## config.mk

```make
export PLATFORM = sky130hd
export DESIGN_NAME = multipart_body_parser
export DESIGN_NICKNAME = d
export VERILOG_FILES = /design/src/mpb_pkg.sv /design/src/multipart_body_parser.sv
export SDC_FILE = /design/constraint.sdc
export NUM_CORES = 1
export LEC_CHECK = 0
export ABC_CLOCK_PERIOD_IN_PS = 5000
export CAP_MARGIN = 0
export CORE_MARGIN = 2
export CORE_UTILIZATION = 45
export CTS_CLUSTER_SIZE = 12
export DETAILED_ROUTE_END_ITERATION = 10
export DONT_BUFFER_PORTS = 1
export MAX_ROUTING_LAYER = met4
export PLACE_DENSITY = 0.65
export SLEW_MARGIN = 20
export SYNTH_ARGS = -nofsm -noshare
export SYNTH_HDL_FRONTEND = slang
export SYNTH_SLANG_ARGS = --single-unit
export TNS_END_PERCENT = 20
```

## constraint.sdc

```tcl
create_clock -name clk -period 5 [get_ports clk]
set_input_delay 1 -clock clk [delete_from_list [all_inputs] [get_ports clk]]
set_output_delay 1 -clock clk [all_outputs]
set_load 0.1 [all_outputs]
```

## src/mpb_pkg.sv

```systemverilog
package mpb_pkg;

	localparam int MAX_BOUNDARY_DEF = 32;
	localparam int LEN_W            = 6;
	localparam int WORD_W           = 64;
	localparam int CFG_IDX_W        = 3;

	localparam logic [7:0] CH_LF     = 8'd10;
	localparam logic [7:0] CH_CR     = 8'd13;
	localparam logic [7:0] CH_SP     = 8'h20;
	localparam logic [7:0] CH_TAB    = 8'd9;
	localparam logic [7:0] CH_HYPHEN = 8'h2d;
	localparam logic [7:0] CH_COLON  = 8'h3a;

	typedef enum logic [2:0] {
		REG_LEN   = 3'd0,
		REG_WORD0 = 3'd1,
		REG_WORD1 = 3'd2,
		REG_WORD2 = 3'd3,
		REG_WORD3 = 3'd4
	} cfg_reg_t;

	typedef enum logic [3:0] {
		K_NONE       = 4'd0,
		K_NAME       = 4'd1,
		K_NAME_END   = 4'd2,
		K_VALUE      = 4'd3,
		K_VALUE_END  = 4'd4,
		K_PART_BEGIN = 4'd5,
		K_HDR_DONE   = 4'd6,
		K_DATA       = 4'd7,
		K_PART_END   = 4'd8,
		K_BODY_END   = 4'd9,
		K_ERROR      = 4'd10
	} kind_t;

endpackage

```

## src/multipart_body_parser.sv

```systemverilog
// Byte-serial multipart body parser. Each accepted body byte is classified into one or more
// result requests (name byte, value byte, data byte, part and body delimiters, error), the last
// one flagged by last_of_run. A byte is taken into an input register and its result is
// registered into an output register, so one byte per cycle is sustained while the output
// is taken. The exception is a failed closing-boundary match: the held delimiter bytes are
// replayed as data one per cycle from a counter, so that byte yields one data result per
// held byte, plus one for the failing byte itself unless it is CR (at most 36 results), and
// input is stalled meanwhile. Errors are sticky until reset. Boundary registers may be
// written only while the parser is idle; writes take effect at once and do not restart parsing.
module multipart_body_parser
	import mpb_pkg::*;
#(
	parameter int MAX_BOUNDARY = MAX_BOUNDARY_DEF
) (
	input  logic                 clk,
	input  logic                 arst_n,
	input  logic                 cfg_valid,
	output logic                 cfg_ready,
	input  logic [CFG_IDX_W-1:0] cfg_index,
	input  logic [WORD_W-1:0]    cfg_data,
	input  logic                 in_valid,
	output logic                 in_ready,
	input  logic [7:0]           body_byte,
	output logic                 out_valid,
	input  logic                 out_ready,
	output logic [3:0]           kind,
	output logic [7:0]           value,
	output logic                 last_of_run
);

	localparam int BIDX_W = (MAX_BOUNDARY > 1) ? $clog2(MAX_BOUNDARY) : 1;
	localparam logic [LEN_W-1:0] MAX_LEN = LEN_W'(MAX_BOUNDARY);

	typedef enum logic [11:0] {
		PH_START      = 12'b0000_0000_0001,
		PH_FIELD      = 12'b0000_0000_0010,
		PH_HDR_ALMOST = 12'b0000_0000_0100,
		PH_VAL_START  = 12'b0000_0000_1000,
		PH_VALUE      = 12'b0000_0001_0000,
		PH_VAL_ALMOST = 12'b0000_0010_0000,
		PH_DATA       = 12'b0000_0100_0000,
		PH_ALMOST_BND = 12'b0000_1000_0000,
		PH_ALMOST_END = 12'b0001_0000_0000,
		PH_HYPHEN     = 12'b0010_0000_0000,
		PH_DATA_END   = 12'b0100_0000_0000,
		PH_END        = 12'b1000_0000_0000
	} phase_t;

	logic [LEN_W-1:0] len_q;
	logic [7:0]       bnd_q [MAX_BOUNDARY];

	phase_t           phase_q, phase_n;
	logic [LEN_W-1:0] mpos_q, mpos_n;
	logic [LEN_W-1:0] rep_q, rep_n;
	logic             err_q, err_n;

	logic             valid_s1;
	logic [7:0]       byte_s1;

	logic             out_valid_q;
	kind_t            kind_q;
	logic [7:0]       value_q;
	logic             last_q;

	kind_t            r_kind;
	logic [7:0]       r_val;
	logic             r_last;

	logic             out_free, fire;
	logic [LEN_W-1:0] bl;
	logic [7:0]       cl;

	function automatic logic [7:0] bnd_byte(input logic [LEN_W-1:0] j);
		logic [7:0] b;
		b = 8'd0;
		if (j < MAX_LEN) begin
			b = bnd_q[j[BIDX_W-1:0]];
		end
		return b;
	endfunction

	function automatic logic [7:0] delim_char(input logic [LEN_W-1:0] k);
		logic [7:0] d;
		if (k == LEN_W'(0)) begin
			d = CH_CR;
		end else if (k == LEN_W'(1)) begin
			d = CH_LF;
		end else if (k < LEN_W'(4)) begin
			d = CH_HYPHEN;
		end else begin
			d = bnd_byte(k - LEN_W'(4));
		end
		return d;
	endfunction

	assign cfg_ready = 1'b1;

	// effective boundary length
	always_comb begin
		bl = len_q;
		if (len_q == LEN_W'(0)) begin
			bl = LEN_W'(1);
		end else if (len_q > MAX_LEN) begin
			bl = MAX_LEN;
		end
	end

	always_ff @(posedge clk or negedge arst_n) begin
		if (!arst_n) begin
			len_q <= LEN_W'(1);
			for (int b = 0; b < MAX_BOUNDARY; b++) begin
				bnd_q[b] <= 8'd0;
			end
		end else if (cfg_valid && cfg_ready) begin
			if (cfg_index == REG_LEN) begin
				len_q <= cfg_data[LEN_W-1:0];
			end
			for (int b = 0; b < MAX_BOUNDARY; b++) begin
				if ((cfg_index == REG_WORD0 && b / 8 == 0) ||
				    (cfg_index == REG_WORD1 && b / 8 == 1) ||
				    (cfg_index == REG_WORD2 && b / 8 == 2) ||
				    (cfg_index == REG_WORD3 && b / 8 == 3)) begin
					bnd_q[b] <= cfg_data[(b % 8) * 8 +: 8];
				end
			end
		end
	end

	assign out_free = !out_valid_q || out_ready;
	assign fire     = valid_s1 && out_free;
	assign in_ready = !valid_s1 || (fire && r_last);
	assign cl       = byte_s1 | 8'h20;

	always_comb begin
		r_kind  = K_NONE;
		r_val   = 8'd0;
		r_last  = 1'b1;
		phase_n = phase_q;
		mpos_n  = mpos_q;
		rep_n   = rep_q;
		err_n   = err_q;
		if (err_q) begin
			r_kind = K_ERROR;
		end else begin
			unique case (phase_q)
				PH_START: begin
					if ({1'b0, mpos_q} < {1'b0, bl} + 7'd2) begin
						if (byte_s1 != delim_char(mpos_q + LEN_W'(2))) begin
							r_kind = K_ERROR;
							err_n  = 1'b1;
						end else begin
							mpos_n = mpos_q + LEN_W'(1);
						end
					end else if ({1'b0, mpos_q} == {1'b0, bl} + 7'd2) begin
						if (byte_s1 != CH_CR) begin
							r_kind = K_ERROR;
							err_n  = 1'b1;
						end else begin
							mpos_n = mpos_q + LEN_W'(1);
						end
					end else begin
						if (byte_s1 != CH_LF) begin
							r_kind = K_ERROR;
							err_n  = 1'b1;
						end else begin
							mpos_n  = LEN_W'(0);
							r_kind  = K_PART_BEGIN;
							phase_n = PH_FIELD;
						end
					end
				end
				PH_FIELD: begin
					if (byte_s1 == CH_HYPHEN || (cl >= 8'h61 && cl <= 8'h7a)) begin
						r_kind = K_NAME;
						r_val  = byte_s1;
					end else if (byte_s1 == CH_COLON) begin
						r_kind  = K_NAME_END;
						phase_n = PH_VAL_START;
					end else if (byte_s1 == CH_CR) begin
						phase_n = PH_HDR_ALMOST;
					end else begin
						r_kind = K_ERROR;
						err_n  = 1'b1;
					end
				end
				PH_HDR_ALMOST: begin
					if (byte_s1 != CH_LF) begin
						r_kind = K_ERROR;
						err_n  = 1'b1;
					end else begin
						r_kind  = K_HDR_DONE;
						phase_n = PH_DATA;
					end
				end
				PH_VAL_START, PH_VALUE: begin
					if (phase_q == PH_VAL_START &&
					    (byte_s1 == CH_SP || byte_s1 == CH_TAB)) begin
						r_kind = K_NONE;
					end else if (byte_s1 != CH_CR) begin
						r_kind  = K_VALUE;
						r_val   = byte_s1;
						phase_n = PH_VALUE;
					end else begin
						r_kind  = K_VALUE_END;
						phase_n = PH_VAL_ALMOST;
					end
				end
				PH_VAL_ALMOST: begin
					if (byte_s1 != CH_LF) begin
						r_kind = K_ERROR;
						err_n  = 1'b1;
					end else begin
						phase_n = PH_FIELD;
					end
				end
				PH_DATA: begin
					if (byte_s1 != CH_CR) begin
						r_kind = K_DATA;
						r_val  = byte_s1;
					end else begin
						phase_n = PH_ALMOST_BND;
						mpos_n  = LEN_W'(1);
					end
				end
				PH_ALMOST_BND: begin
					if (delim_char(mpos_q) == byte_s1) begin
						mpos_n = mpos_q + LEN_W'(1);
						if ({1'b0, mpos_q} + 7'd1 >= {1'b0, bl} + 7'd4) begin
							mpos_n  = LEN_W'(0);
							r_kind  = K_PART_END;
							phase_n = PH_ALMOST_END;
						end
					end else if (rep_q < mpos_q) begin
						// replay held delimiter bytes as data
						r_kind = K_DATA;
						r_val  = delim_char(rep_q);
						r_last = (rep_q + LEN_W'(1) == mpos_q) && (byte_s1 == CH_CR);
						if (r_last) begin
							rep_n  = LEN_W'(0);
							mpos_n = LEN_W'(1);
						end else begin
							rep_n = rep_q + LEN_W'(1);
						end
					end else begin
						r_kind  = K_DATA;
						r_val   = byte_s1;
						phase_n = PH_DATA;
						mpos_n  = LEN_W'(0);
						rep_n   = LEN_W'(0);
					end
				end
				PH_ALMOST_END: begin
					if (byte_s1 == CH_CR) begin
						phase_n = PH_DATA_END;
					end else if (byte_s1 == CH_HYPHEN) begin
						phase_n = PH_HYPHEN;
					end else begin
						r_kind = K_ERROR;
						err_n  = 1'b1;
					end
				end
				PH_HYPHEN: begin
					if (byte_s1 == CH_HYPHEN) begin
						r_kind  = K_BODY_END;
						phase_n = PH_END;
					end else begin
						r_kind = K_ERROR;
						err_n  = 1'b1;
					end
				end
				PH_DATA_END: begin
					if (byte_s1 == CH_LF) begin
						r_kind  = K_PART_BEGIN;
						phase_n = PH_FIELD;
					end else begin
						r_kind = K_ERROR;
						err_n  = 1'b1;
					end
				end
				PH_END: begin
					r_kind = K_NONE;
				end
				default: begin
					r_kind = K_ERROR;
					err_n  = 1'b1;
				end
			endcase
		end
	end

	always_ff @(posedge clk or negedge arst_n) begin
		if (!arst_n) begin
			phase_q     <= PH_START;
			mpos_q      <= LEN_W'(0);
			rep_q       <= LEN_W'(0);
			err_q       <= 1'b0;
			valid_s1    <= 1'b0;
			out_valid_q <= 1'b0;
		end else begin
			if (fire) begin
				phase_q <= phase_n;
				mpos_q  <= mpos_n;
				rep_q   <= rep_n;
				err_q   <= err_n;
			end
			if (in_valid && in_ready) begin
				valid_s1 <= 1'b1;
			end else if (fire && r_last) begin
				valid_s1 <= 1'b0;
			end
			if (out_free) begin
				out_valid_q <= fire;
			end
		end
	end

	always_ff @(posedge clk) begin
		if (in_valid && in_ready) begin
			byte_s1 <= body_byte;
		end
		if (fire) begin
			kind_q  <= r_kind;
			value_q <= r_val;
			last_q  <= r_last;
		end
	end

	assign out_valid   = out_valid_q;
	assign kind        = kind_q;
	assign value       = value_q;
	assign last_of_run = last_q;

endmodule

```

==> impl_metrics.env <==
export IMPL_status="finished with violations"
export IMPL_violations="negative setup slack"
export IMPL_start_util_pct=45.64
export IMPL_avgRoutedWirePerCell_um=28.38
export IMPL_intPower_w=0.005371
export IMPL_max_clock_path_buffers=3
export IMPL_grt_first_pass_wirelength_mm=102.9
export IMPL_clkPwrFrac_pct=32.5
export IMPL_postRouteWirelength_mm=67.38
export IMPL_crit_chain="inv_4, ha_4, buf_12, bufbuf_16, or3b_2, a31oi_1, nand4_1, o41ai_1, or4_1, o2111ai_1, or3_4, or4b_4, a21bo_4"
export IMPL_netSwitchingFraction_pct=29.86
export IMPL_yosys_top_cells_area="dfrtp_1 35%, mux2_2 16%, mux4_2 12%"
export IMPL_antenna_found_initial=2
export IMPL_worstSkewPairLatency_ps=560
export IMPL_rows=78
export IMPL_slowest_stage="or3b_2"
export IMPL_fin_skew_ps=27.43
export IMPL_r2r_end="phase_q[8]"
export IMPL_hold_viol_final=0
export IMPL_tightest_slew_ps=1107
export IMPL_timing_rr_start="mpos_q[2]"
export IMPL_htreeDepth=2
export IMPL_fin_util_pct=50.79
export IMPL_drc=0
export IMPL_critPathTopFamily="simple AND/OR/NAND/NOR gates"
export IMPL_grt_max_degree=290
export IMPL_r2r_cells=22
export IMPL_port_buffers=0
export IMPL_grt_total_usage_pct=29.39
export IMPL_syn_area_um2=20710
export IMPL_powerDensity_nw_per_um2=332.2
export IMPL_finalPower_w=0.007657
export IMPL_synth_async_reset_ratio_pct=93.23
export IMPL_cp_max_fo=13
export IMPL_crit_required_ps=4000
export IMPL_die_w_um=218.5
export IMPL_yosys_register_bits=310
export IMPL_cp_start_kind="flip-flop"
export IMPL_netSwitchingPower_w=0.002287
export IMPL_cp_num_cells=13
export IMPL_post_dp_hpwl_mm=47.60
export IMPL_placed_area_um2=21510
export IMPL_drt_iter0_markers=1548
export IMPL_fin_ws_ps=-33.50
export IMPL_p_leak_nw=9.003
export IMPL_clkSlewWorstSetupHoldPaths_ps=60
export IMPL_hold_path_class="input pin to asynchronous set/reset pin"
export IMPL_min_period_ps=5033
export IMPL_synth_distinct_cells=85
export IMPL_root_buffer="clkbuf_16"
export IMPL_reg2reg_slack_ps=100
export IMPL_grt_pass1_vias=16330
export IMPL_dieArea_um2=47760
export IMPL_grt_overflow=0
export IMPL_max_slew_margin_rel_pct=26.20
export IMPL_pre_cts_ws_ps=212.1
export IMPL_vdd_drop_max_v=0.0002779
export IMPL_nets=1870
export IMPL_numCtsBuffers=36
export IMPL_crit_path_start="mpos_q[3]"
export IMPL_timing_fmax_mhz=198.7
export IMPL_arrival_ps=4030
export IMPL_num_io_pins=96
export IMPL_critPathMaxStageDelay_ps=450
export IMPL_setup_viol=1
export IMPL_combPwrFrac_pct=19.6
export IMPL_synth_area_per_cell_um2=11.86
export IMPL_dr_total_vias=15940
export IMPL_place_gp_congestion=0.9669
export IMPL_cts_sinks=310
export IMPL_placed_cells=2293
export IMPL_crit_buf_inv=3
export IMPL_viasPerCell=6.716
export IMPL_worstSetupPathType="flip-flop to output port"
export IMPL_synth_edff_count=21
export IMPL_syn_inst=1747
export IMPL_design_area_um2=23050
export IMPL_yosysTopAreaCell="dfrtp_1"
export IMPL_die_h_um=218.5
export IMPL_stdcell_count=2374
export IMPL_drv_cap=0
export IMPL_yosysTopAreaCellShare_pct=34.68
export IMPL_cp_end_kind="output port"
export IMPL_ys_warn_count=0
export IMPL_drv_slew=0
export IMPL_min_period_over_period_pct=100.7
export IMPL_rsz0062_at_grt="true"
export IMPL_drive_gt1_share_pct=32.94
export IMPL_cts_tree="built"
export IMPL_yosysSeqAreaShare_pct=37.97
export IMPL_ant_nets=0
export IMPL_drtPass1Iterations=6
export IMPL_area_delta_synth_final_pct=11.29
export IMPL_synth_main_ff_cell="dfrtp_1"
export IMPL_core_area_um2=45380
export IMPL_power_frac_seq_pct=47.9
## final cells by class
class | instances | area (µm²)
fillers | 3955 | 22330
clock buffers | 48 | 987.2
well taps | 600 | 750.7
flip-flops and latches | 310 | 7876
clock inverters | 11 | 106.4
diodes | 1 | 2.502
multi-input cells | 1290 | 12280
repair buffers | 84 | 927.1
inverters | 30 | 117.6
## logic make-up after synthesis
logic type | synth area share [%]
and+or+nand+nor | 8.947
DFF | 37.97
muxes | 35.73
buffers and inverters | 3.401
xor gates and xnor gates | 1.402
AOI/OAI and AO/OA | 10.23
other | 0.01811
adders and majority gates | 2.296
## worst reg2reg max path: stages, from the launching register on
cell and delay [ps]:
dfrtp_2 440, buf_12 230, o31ai_2 350, a21boi_1 290
buf_4 170, nand2_1 100, o31a_1 350, nor4_4 330
nand4_1 190, buf_4 180, buf_4 120, buf_4 120
buf_4 120, buf_4 120, buf_4 120, buf_4 120
buf_4 120, buf_4 130, o31ai_2 320, o21ai_1 120
a21oi_1 190, buf_6 190, mux2_2 350
## per-layer routing
metal	global-route usage (%)	part of all wire (%)	vias to the layer above
met5	-	0	-
met4	12.81	4.3	0
met3	5.289	8.2	172
met2	45.84	47	828
met1	37.61	40	8149
li1	-	-	6795
## worst max path at each step
stage	to	slack, ps
final	in_ready	-30
after global routing	in_ready	-130
after CTS	in_ready	2
after detailed placement	in_ready	210
after global placement	in_ready	230
after floorplan	in_ready	30
## cells in the mapped netlist (all sizes together), types with 31 or more instances
library cell,count
mux4,118
clkbuf,72
dfrtp,287
nand3,35
buf,46
o21ai,54
ha,38
a22oi,31
nor2,71
mux2i,128
nand2,93
a21oi,55
nor3,37
mux2,306
## power groups by stage
stage                     registers [W]  clock network [W]  logic (W)
after detailed placement        0.00368                  0    0.00145
after floorplan                 0.00339                  0    0.00119
final                           0.00367            0.00249    0.00150
after CTS                       0.00364            0.00255    0.00148
after global placement          0.00366                  0    0.00141
after global routing            0.00372            0.00264    0.00161
## repair_timing
item,CTS,global route
gates cloned,3,1
buffers inserted,17,0
gates resized for setup,19,14
endpoints found under the setup margin,1,11
hold buffers,0,0
endpoints found under the hold margin,0,0
pin swaps,5,4
## per-stage QoR
stage | setup TNS, ps | hold WS, ps
after floorplan | 0 | 457.8
after global placement | 0 | 489.1
after detailed placement | 0 | 491.2
after CTS | 0 | 150.1
after global routing | -575.0 | 147.2
final | -33.50 | 147.6
## sequential cells by signal, indices dropped and copies added (netlist names)
signal	count
mpos_q	6
last_of_run	1
byte_s1	8
phase_q	12
rep_q	6
len_q	6
valid_s1	1
bnd_q	256
value	8
kind	4
err_q	1
out_valid	1
## cell usage in the layout, fill, tap and decap left out, drive strengths merged, types with 35 or more instances in the layout
cell type,netlist,final
a21oi,55,55
nor3,37,37
mux4,118,118
mux2i,128,128
ha,38,38
clkbuf,72,49
mux2,306,306
nand2,93,93
nor2,71,71
nand3,35,35
buf,46,80
o21ai,54,54
dfrtp,287,287
No activity file was read; power rests on OpenSTA's default activity.
